`src/u8u2_pkg.sv`:
```
`timescale 1ns / 1ps
// ----------------------------------------------------------------------------
// u8u2_pkg
// Shared types and constants for the UTF-8 to UCS-2 path decoder.
// ----------------------------------------------------------------------------
package u8u2_pkg;

  localparam logic [15:0] BACKSLASH = 16'h005C;
  localparam logic [15:0] SLASH     = 16'h002F;

  // Result queue sizing: two slots for the item in the input register, two
  // for the one being accepted, the rest absorbs output stalls.
  localparam int FIFO_DEPTH = 8;
  localparam int PTR_W      = $clog2(FIFO_DEPTH);
  localparam int CNT_W      = $clog2(FIFO_DEPTH + 1);

  typedef struct packed {
    logic [15:0] code;
    logic        last;
  } unit_t;

  // Up to two units produced by one byte, in order u0 then u1.
  typedef struct packed {
    logic [1:0] num;
    unit_t      u0;
    unit_t      u1;
  } push_t;

endpackage

```
`src/utf8_to_ucs2_path_decoder_top.sv`:
```
`timescale 1ns / 1ps
// ----------------------------------------------------------------------------
// utf8_to_ucs2_path_decoder_top
// Streams NUL-terminated UTF-8 bytes into 16-bit code units, optionally with
// path rules (leading backslash, '/' to backslash, repeated backslash dropped).
// ----------------------------------------------------------------------------
// Usage:
//   Input channel in_valid/in_stall/byte_in moves one byte per transfer; a
//   zero byte ends the string and yields a final unit 0 with last_unit set.
//   Output channel out_valid/out_stall/code_unit/last_unit moves one unit per
//   transfer. Each byte gives zero, one or two units.
//   Throughput: one byte per cycle while in_stall is low; a byte that gives two
//   units costs two output transfers, absorbed by an 8-entry result queue.
//   Each byte is held in the input register, then decoded and written into
//   the queue; the queue head drives the output combinationally.
//   in_stall rises when the queue could not take two units for each byte
//   still to be decoded, the one in the input register and a new one; it
//   depends only on queue fill and input register occupancy.
//   When the receiver stalls, the head unit holds and the queue fills.
//   path_mode is written through cfg_we/cfg_data, by the user only while the
//   block is idle; the block itself does not enforce this. Synchronous reset
//   empties the queue, clears path_mode and starts a new string.
// ----------------------------------------------------------------------------
module utf8_to_ucs2_path_decoder_top (
  input  logic        clk,
  input  logic        rst,
  input  logic        cfg_we,
  input  logic        cfg_data,
  input  logic        in_valid,
  output logic        in_stall,
  input  logic [7:0]  byte_in,
  output logic        out_valid,
  input  logic        out_stall,
  output logic [15:0] code_unit,
  output logic        last_unit
);
  import u8u2_pkg::*;

  logic             path_mode;
  logic             in_full;
  logic [7:0]       in_byte;
  logic             in_xfer;
  push_t            push;
  unit_t            out_unit;
  logic [CNT_W-1:0] count;

  // hold off while the queue might not fit the in-flight byte plus a new one
  assign in_stall = in_full ? (32'(count) > FIFO_DEPTH - 4)
                            : (32'(count) > FIFO_DEPTH - 2);
  assign in_xfer  = in_valid && !in_stall;

  always_ff @(posedge clk) begin
    if (rst) begin
      path_mode <= 1'b0;
      in_full   <= 1'b0;
    end else begin
      if (cfg_we) path_mode <= cfg_data;
      in_full <= in_xfer;
    end
  end

  always_ff @(posedge clk) begin
    if (in_xfer) in_byte <= byte_in;
  end

  u8u2_decode u_decode (
    .clk       (clk),
    .rst       (rst),
    .fire      (in_full),
    .byte_val  (in_byte),
    .path_mode (path_mode),
    .push      (push)
  );

  u8u2_fifo u_fifo (
    .clk       (clk),
    .rst       (rst),
    .push      (push),
    .out_valid (out_valid),
    .out_stall (out_stall),
    .out_unit  (out_unit),
    .count     (count)
  );

  assign code_unit = out_unit.code;
  assign last_unit = out_unit.last;

endmodule

```
`src/u8u2_decode.sv`:
```
`timescale 1ns / 1ps
// ----------------------------------------------------------------------------
// u8u2_decode
// Per-byte UTF-8 sequence decoder with path rules; holds the string state and
// produces up to two code units for each byte.
// ----------------------------------------------------------------------------
module u8u2_decode (
  input  logic            clk,
  input  logic            rst,
  input  logic            fire,
  input  logic [7:0]      byte_val,
  input  logic            path_mode,
  output u8u2_pkg::push_t push
);
  import u8u2_pkg::*;

  logic [15:0] char_accum, char_accum_next;
  logic [2:0]  bytes_left, bytes_left_next;
  logic        string_start, string_start_next;
  logic        prev_backslash, prev_backslash_next;

  logic [15:0] acc_shift;
  logic [15:0] ch;
  logic        ch_valid;
  logic        pb;
  logic        is_cont;
  unit_t       unit;

  assign acc_shift = {char_accum[9:0], byte_val[5:0]};
  assign is_cont   = (byte_val[7:6] == 2'b10);

  always_comb begin
    char_accum_next     = char_accum;
    bytes_left_next     = bytes_left;
    string_start_next   = string_start;
    prev_backslash_next = prev_backslash;
    push                = '0;
    pb                  = prev_backslash;
    ch                  = 16'h0000;
    ch_valid            = 1'b0;
    unit                = '0;
    if (fire) begin
      if (string_start) begin
        string_start_next = 1'b0;
        if (path_mode) begin
          push.u0  = '{code: BACKSLASH, last: 1'b0};
          push.num = 2'd1;
          pb       = 1'b1;
        end
      end
      prev_backslash_next = pb;
      if (byte_val == 8'h00) begin
        // terminator: drop any partial sequence, re-arm for the next string
        char_accum_next     = 16'h0000;
        bytes_left_next     = 3'd0;
        prev_backslash_next = 1'b0;
        string_start_next   = 1'b1;
        unit                = '{code: 16'h0000, last: 1'b1};
        if (push.num == 2'd0) push.u0 = unit;
        else                  push.u1 = unit;
        push.num = push.num + 2'd1;
      end else begin
        if (bytes_left != 3'd0 && is_cont) begin
          char_accum_next = acc_shift;
          bytes_left_next = bytes_left - 3'd1;
          if (bytes_left == 3'd1) begin
            ch_valid = 1'b1;
            ch       = acc_shift;
          end
        end else begin
          // broken sequence: discard it, then treat the byte as a new lead
          if (bytes_left != 3'd0) begin
            char_accum_next = 16'h0000;
            bytes_left_next = 3'd0;
          end
          priority if (!byte_val[7]) begin
            ch_valid = 1'b1;
            ch       = {8'h00, byte_val};
          end else if (byte_val[7:5] == 3'b110) begin
            char_accum_next = {11'h000, byte_val[4:0]};
            bytes_left_next = 3'd1;
          end else if (byte_val[7:4] == 4'b1110) begin
            char_accum_next = {12'h000, byte_val[3:0]};
            bytes_left_next = 3'd2;
          end else if (byte_val[7:3] == 5'b11110) begin
            char_accum_next = {13'h0000, byte_val[2:0]};
            bytes_left_next = 3'd3;
          end else if (byte_val[7:2] == 6'b111110) begin
            char_accum_next = {14'h0000, byte_val[1:0]};
            bytes_left_next = 3'd4;
          end else if (byte_val[7:1] == 7'b1111110) begin
            char_accum_next = {15'h0000, byte_val[0]};
            bytes_left_next = 3'd5;
          end else begin
            // invalid lead: drop
          end
        end
        if (ch_valid) begin
          if (path_mode && ch == SLASH) ch = BACKSLASH;
          if (!(path_mode && ch == BACKSLASH && pb)) begin
            prev_backslash_next = (ch == BACKSLASH);
            unit                = '{code: ch, last: 1'b0};
            if (push.num == 2'd0) push.u0 = unit;
            else                  push.u1 = unit;
            push.num = push.num + 2'd1;
          end
        end
      end
    end
  end

  always_ff @(posedge clk) begin
    if (rst) begin
      char_accum     <= 16'h0000;
      bytes_left     <= 3'd0;
      string_start   <= 1'b1;
      prev_backslash <= 1'b0;
    end else begin
      char_accum     <= char_accum_next;
      bytes_left     <= bytes_left_next;
      string_start   <= string_start_next;
      prev_backslash <= prev_backslash_next;
    end
  end

  a_bytes_left_range: assert property (@(posedge clk) disable iff (rst)
    bytes_left <= 3'd5)
    else $error("bytes_left out of range");

  a_term_rearm: assert property (@(posedge clk) disable iff (rst)
    (fire && byte_val == 8'h00) |=>
      (string_start && bytes_left == 3'd0 && !prev_backslash))
    else $error("terminator did not re-arm string state");

endmodule

```
`src/u8u2_fifo.sv`:
```
`timescale 1ns / 1ps
// ----------------------------------------------------------------------------
// u8u2_fifo
// Result queue: takes up to two units per cycle, hands out one per transfer.
// ----------------------------------------------------------------------------
module u8u2_fifo (
  input  logic              clk,
  input  logic              rst,
  input  u8u2_pkg::push_t   push,
  output logic              out_valid,
  input  logic              out_stall,
  output u8u2_pkg::unit_t   out_unit,
  output logic [u8u2_pkg::CNT_W-1:0] count
);
  import u8u2_pkg::*;

  unit_t              mem [FIFO_DEPTH];
  logic [PTR_W-1:0]   wr_ptr, wr_ptr_next;
  logic [PTR_W-1:0]   rd_ptr, rd_ptr_next;
  logic [CNT_W-1:0]   count_next;
  logic [PTR_W-1:0]   wr_ptr_p1;
  logic               pop;

  assign out_valid = (count != '0);
  assign out_unit  = mem[rd_ptr];
  assign pop       = out_valid && !out_stall;
  assign wr_ptr_p1 = wr_ptr + PTR_W'(1);

  always_comb begin
    wr_ptr_next = wr_ptr + PTR_W'(push.num);
    rd_ptr_next = rd_ptr + PTR_W'(pop);
    count_next  = count + CNT_W'(push.num) - CNT_W'(pop);
  end

  always_ff @(posedge clk) begin
    if (push.num != 2'd0) mem[wr_ptr] <= push.u0;
    if (push.num == 2'd2) mem[wr_ptr_p1] <= push.u1;
  end

  always_ff @(posedge clk) begin
    if (rst) begin
      wr_ptr <= '0;
      rd_ptr <= '0;
      count  <= '0;
    end else begin
      wr_ptr <= wr_ptr_next;
      rd_ptr <= rd_ptr_next;
      count  <= count_next;
    end
  end

  a_no_overflow: assert property (@(posedge clk) disable iff (rst)
    (32'(count) + 32'(push.num)) <= FIFO_DEPTH)
    else $error("result queue overflow");

  a_ptr_track: assert property (@(posedge clk) disable iff (rst)
    PTR_W'(wr_ptr - rd_ptr) == PTR_W'(count))
    else $error("queue pointers disagree with count");

endmodule

```
`config.mk`:
```
export PLATFORM = sky130hd
export DESIGN_NAME = utf8_to_ucs2_path_decoder_top
export DESIGN_NICKNAME = d
export VERILOG_FILES = /design/src/u8u2_pkg.sv /design/src/utf8_to_ucs2_path_decoder_top.sv /design/src/u8u2_decode.sv /design/src/u8u2_fifo.sv
export SDC_FILE = /design/constraint.sdc
export NUM_CORES = 1
export LEC_CHECK = 0
export BUFFER_PORTS_ARGS = -buffer_cell sky130_fd_sc_hd__buf_2
export CAP_MARGIN = 15
export CORE_ASPECT_RATIO = 1.2
export CORE_MARGIN = 4
export CORE_UTILIZATION = 65
export CTS_BUF_LIST = sky130_fd_sc_hd__clkbuf_8 sky130_fd_sc_hd__clkbuf_16
export DETAILED_ROUTE_END_ITERATION = 6
export PLACE_DENSITY = 0.91
export SETUP_SLACK_MARGIN = 0.3
export SYNTH_ARGS = -nofsm -noshare
export SYNTH_HDL_FRONTEND = slang
export SYNTH_HIERARCHICAL = 1
export SYNTH_SLANG_ARGS = --single-unit
```
`constraint.sdc`:
```
create_clock -name clk -period 13.22 [get_ports clk]
set_input_delay 0.661 -clock clk [delete_from_list [all_inputs] [get_ports clk]]
set_output_delay 0.661 -clock clk [all_outputs]
set_load 0.005 [all_outputs]
```
# After elaboration in Yosys (flattened, before gate mapping)
# Memories as Yosys holds them, arrays and structs flattened. A register that Yosys moved wholly into a read port is not among the register bits.
# Index checks and enable logic that the tools add are counted.
[op_classes]
addsub = 7
magnitude_cmp = 2
n_eq_ne = 10
mux = 56
reduce_logical = 13
[ops]
columns = ["cell", "n"]
rows = [
  ["16-bit 2-to-1 mux", 17],
  ["36-bit 2-to-1 mux", 4],
  ["17-bit 2-to-1 mux", 3],
  ["19-bit 2-to-1 mux", 2],
  ["3-bit 2-to-1 mux", 10],
  ["1-bit 2-to-1 mux", 18],
  ["18-bit 2-to-1 mux", 1],
  ["16-bit by 6-bit == test with 1-bit output, second input constant", 1],
  ["16-bit by 7-bit == test with 1-bit output, second input constant", 1],
  ["4-bit by 3-bit greater-than comparator with 1-bit output, second input constant", 2],
  ["8-bit logical NOT", 1],
  ["7-bit == test, second input constant", 1],
  ["7-bit 2-to-1 mux", 1],
  ["6-bit == test, second input constant", 1],
  ["1-bit logical AND", 6],
  ["5-bit == test, second input constant", 1],
  ["4-bit by 2-bit adder with 4-bit output", 1],
  ["2-bit == test, second input constant", 2],
  ["4-bit == test, second input constant", 1],
  ["4-bit nonzero test", 1],
  ["4-bit by 1-bit subtractor with 4-bit output", 1],
  ["3-bit by 1-bit adder with 3-bit output", 1],
  ["3-bit by 1-bit adder with 3-bit output, second input constant", 1],
  ["3-bit by 2-bit adder with 3-bit output", 1],
  ["8 further kinds", 9],
]
[word_totals]
reg_bits = 41
ramBits = 136
inputBits = 14
output_inout_bits = 19
elab_cells = 99
n_memories = 1
[mem_list]
columns = ["name", "depth", "width", "rd", "rd_ports_with_merged_regs", "wr", "line_no", "rtl"]
rows = [
  ["u_fifo.mem", 8, 17, 1, 1, 2, "u8u2_fifo.sv:17", "unit_t mem [FIFO_DEPTH];"],
]

# Depth between registers and ports, before layout
[depth]
ltp_word = 21
depth_mapped = 17
mapped_depth_nobuf = 17

# Cells and area by module
# Netlist, hierarchy kept.
[by_module_without_submodules]
columns = ["mod", "instances", "cells_per_inst", "area_per_inst_um2", "seq_area_each_um2"]
rows = [
  ["u8u2_fifo", 1, 425, 7430.9, 4284.1],
  ["u8u2_decode", 1, 175, 1296.2, 300.3],
  ["utf8_to_ucs2_path_decoder_top", 1, 17, 337.8, 280.3],
]

# Worst setup path before layout
# OpenSTA, ideal clock, no wires.
[synth_timing]
path_type = "reg-to-reg"
startpoint = "register u_decode.bytes_left[0]"
endpoint = "memory u_fifo/mem[1][0] (netlist bit) (enable)"
setup_time_ns = 0.418
arrival_time_ns = 4.387
required_ns = 12.802
setup_slack_ns = 8.415
stages_incl_launch_ff = 13
path_buffers = 0
synth_period_minus_slack_ns = 4.805
cell_sequence = "dfxtp_1 -> inv_1 -> ha_1 -> ha_1 -> or4b_4 -> o22ai_4 -> mux2i_1 -> nand4b_1 -> ha_1 -> a21oi_1 -> a21oi_1 -> o21ai_0 -> o31ai_1"
[synth_rtl]
columns = ["element", "line_no", "rtl"]
rows = [
  ["start: declaration", "u8u2_decode.sv:18", "logic [2:0] bytes_left, bytes_left_next;"],
  ["start signal: assignment", "u8u2_decode.sv:120", "bytes_left <= bytes_left_next;"],
  ["end: declaration", "u8u2_fifo.sv:17", ""],
]

==> impl_metrics.tcl <==
set metrics [dict create \
    grt_use_met1_pct 34.6 \
    pwr-share-clk_pct 36.8 \
    grt_max_degree 35 \
    ff2ff_path_depth 13 \
    synth_ff_type "edfxtp_1" \
    min_from "byte_in[0]" \
    grt_setup_unrepaired "false" \
    fp-row-count 47 \
    required_ps 13400 \
    clock-root-buffer "clkbuf_16" \
    layout-drive-gt1-share_pct 43.6 \
    ys_seq_elements 171 \
    design_area_um2 10000 \
    setup_viol 0 \
    die-height_um 137 \
    dr.pass1.iters 6 \
    synth_nets 647 \
    final_common_cell "mux2_2" \
    drv_slew 0 \
    critical_path.endpoint_type "register" \
    gp_congestion 0.874 \
    vdd_drop_max_mv 0.113 \
    tns_ps 0 \
    layout.cells.non_filler 829 \
    io_buffers 32 \
    placedCellCount 793 \
    p_leak_nw 3.70 \
    synth_adder_area_share_pct 2.50 \
    initial_core_util_pct 65.9 \
    hp-class "primary input to register" \
    synthMuxAreaShare_pct 27.8 \
    clk_pin_slew_ps 60 \
    ys_types 67 \
    synth_top_family_by_area "multiplexers" \
    period_share_pct 38.0 \
    power_density_nw_per_um2 140 \
    finalHoldViolCount 0 \
    switching_share_pct 25.4 \
    antenna_cells 0 \
    r2r-end "u_fifo/mem[2][7]$_DFFE_PP_" \
    period_needed_ps 5030 \
    design.die.area_um2 15900 \
    use_met3_pct 5.14 \
    cts_buffer_depth 2 \
    ys.warnings.count 6 \
    crit_path_max_fanout 17 \
    startpoint_type "register" \
    r2r_setup_slack_ps 8190 \
    grt_overflow_total 0 \
    cts_tree "done" \
    syn_inst 617 \
    dr_total_vias 5707 \
    antenna_found_initial 0 \
    postPlaceCellArea_um2 9360 \
    post-place-ws_ps 8330 \
    drc 0 \
    p_int_mw 1.04 \
    die_x_um 116 \
    relSlewSlack_pct 17.9 \
    syn2layout_area_growth_pct 10.4 \
    worst_slack_ps 8190 \
    hold_buffers 0 \
    post_cts_buffers 0 \
    cts_inserted_buffers 17 \
    wire_per_inst_um 25.1 \
    cts_sinks 171 \
    cts-resized-gates 0 \
    syn-mean-instance-area_um2 14.7 \
    viasPerCell 6.88 \
    core_um2 13800 \
    hpwl_mm 12.6 \
    dr.first_iter.drc_count 627 \
    synth_simple_gate_area_share_pct 7.49 \
    fin_nets 675 \
    cap_violations 0 \
    ys_seq_area_share_pct 53.7 \
    tightest_slew_ps 1230 \
    insertion_delay_ps 430 \
    grt_busiest_layer "met2" \
    netSwitchingPower_mw 0.356 \
    synth_edf_count 144 \
    worstPathArrival_ps 5200 \
    min_path_cells 1 \
    ioPinCount 33 \
    mostFrequentLayoutCells "153 x mux2_2, 144 x edfxtp_1, 34 x mux4_2, 32 x buf_2, 26 x dfxtp_1" \
    p_comb_share_pct 17.4 \
    max_freq_mhz 199 \
    min_to "in_byte[0]$_DFFE_PP_" \
    status "finished clean" \
    synth-xor-area-share_pct 0.649 \
    met2_usage_pct 47.2 \
    grt_pass1_wl_mm 32.5 \
    htreeDepth 4 \
    synth_compound_area_share_pct 5.29 \
    regToRegStartpoint "u_decode/bytes_left[0]$_SDFFE_PP0P_" \
    skew_ps 8.59 \
    wl_mm 20.8 \
    critical_path_class "register to register" \
    syn_area_um2 9060 \
    antenna_left 0 \
    seqPwrFrac_pct 45.8 \
    async_flop_share_pct 0 \
    grt_pass1_vias 5811 \
    track_usage_pct 27.6 \
]
-- cell families after synthesis --
logic type                 after synthesis
buffers and inverters                   51
adders and majority gates               17
xor gates and xnor gates                 5
and+or+nand+nor                        117
DFF                                    171
AOI/OAI and AO/OA                       66
muxes                                  190
-- per-stage QoR --
stage	utilization (%)	total power, mW	hold WS, ps
final	72.7	1.40	404
after global routing	72.7	1.46	390
after CTS	72.4	1.40	393
after detailed placement	68.0	0.891	498
after global placement	68.0	0.879	489
after floorplan	-	0.819	461
-- Yosys cell counts (3+ instances only) --
master | number | area (µm²)
mux2_2 | 153 | 1720
edfxtp_1 | 144 | 4320
mux4_2 | 34 | 766
dfxtp_1 | 27 | 541
and2_1 | 24 | 150
nor2_1 | 23 | 86.3
inv_1 | 21 | 78.8
nand2_1 | 20 | 75.1
a21oi_1 | 14 | 70.1
ha_1 | 14 | 175
clkbuf_1 | 12 | 45.0
buf_2 | 10 | 50.1
nand3_1 | 10 | 50.1
o21ai_0 | 9 | 45.0
a22o_1 | 6 | 52.6
nor2b_1 | 6 | 37.5
nand2b_1 | 5 | 31.3
o22ai_1 | 5 | 31.3
o31ai_1 | 5 | 37.5
nand2_2 | 4 | 25.0
buf_4 | 3 | 22.5
buf_6 | 3 | 33.8
mux2i_1 | 3 | 30.0
nand4b_1 | 3 | 26.3
nor4_1 | 3 | 18.8
-- power groups by stage --
stage | logic, mW | registers, mW | clock network, mW
final | 0.244 | 0.641 | 0.515
after floorplan | 0.192 | 0.626 | 0
after global placement | 0.230 | 0.650 | 0
after detailed placement | 0.239 | 0.652 | 0
after global routing | 0.268 | 0.644 | 0.544
after CTS | 0.243 | 0.640 | 0.519
-- layer usage --
| layer | share of wire, % | vias to the layer above |
|---|---|---|
| li1 | - | 2463 |
| met1 | 37 | 2834 |
| met2 | 52 | 345 |
| met3 | 7.9 | 65 |
| met4 | 3.2 | 0 |
| met5 | 0 | - |
-- layout make-up --
cell class                      count  area [µm²]
Inverter                           21        78.8
Clock inverter                     15         180
Timing Repair Buffer               39         228
Clock buffer                       17         425
Sequential cell                   171        4870
Tap cell                          171         214
Multi-Input combinational cell    395        4020
Fill cell                         826        3750
-- critical path: stages (launching register included) --
cell      delay, ps
dfxtp_1         360
inv_1           100
ha_1            230
ha_1            270
or4b_4          580
o22ai_4         190
mux2i_1         400
nand4b_1        160
ha_1            290
a21oi_1         160
a21oi_1         230
nand4b_1        420
nor2_2          960
mux2_2          440
-- state kept, by name, indices dropped and copies added, names as in the netlist, 3 cells and up --
name / flops
in_byte: 8
u_fifo/count: 4
u_fifo/mem: 136
u_fifo/wr_ptr: 3
u_decode/bytes_left: 3
u_decode/char_accum: 10
u_fifo/rd_ptr: 3
-- worst max path at each step --
stage                                             start                          to  slack, ps  cells past startpoint
floorplan           u_decode/bytes_left[0]$_SDFFE_PP0P_  u_fifo/mem[1][0]$_DFFE_PP_       8410                     12
global placement    u_decode/bytes_left[0]$_SDFFE_PP0P_  u_fifo/mem[3][8]$_DFFE_PP_       8500                     12
detailed placement  u_decode/bytes_left[0]$_SDFFE_PP0P_  u_fifo/mem[3][8]$_DFFE_PP_       8330                     12
CTS                 u_decode/bytes_left[0]$_SDFFE_PP0P_  u_fifo/mem[3][9]$_DFFE_PP_       8290                     12
global route        u_decode/bytes_left[0]$_SDFFE_PP0P_  u_fifo/mem[3][2]$_DFFE_PP_       7910                     12
finish              u_decode/bytes_left[0]$_SDFFE_PP0P_  u_fifo/mem[2][7]$_DFFE_PP_       8190                     13
Note: power is estimated with default switching activity, not from simulation.
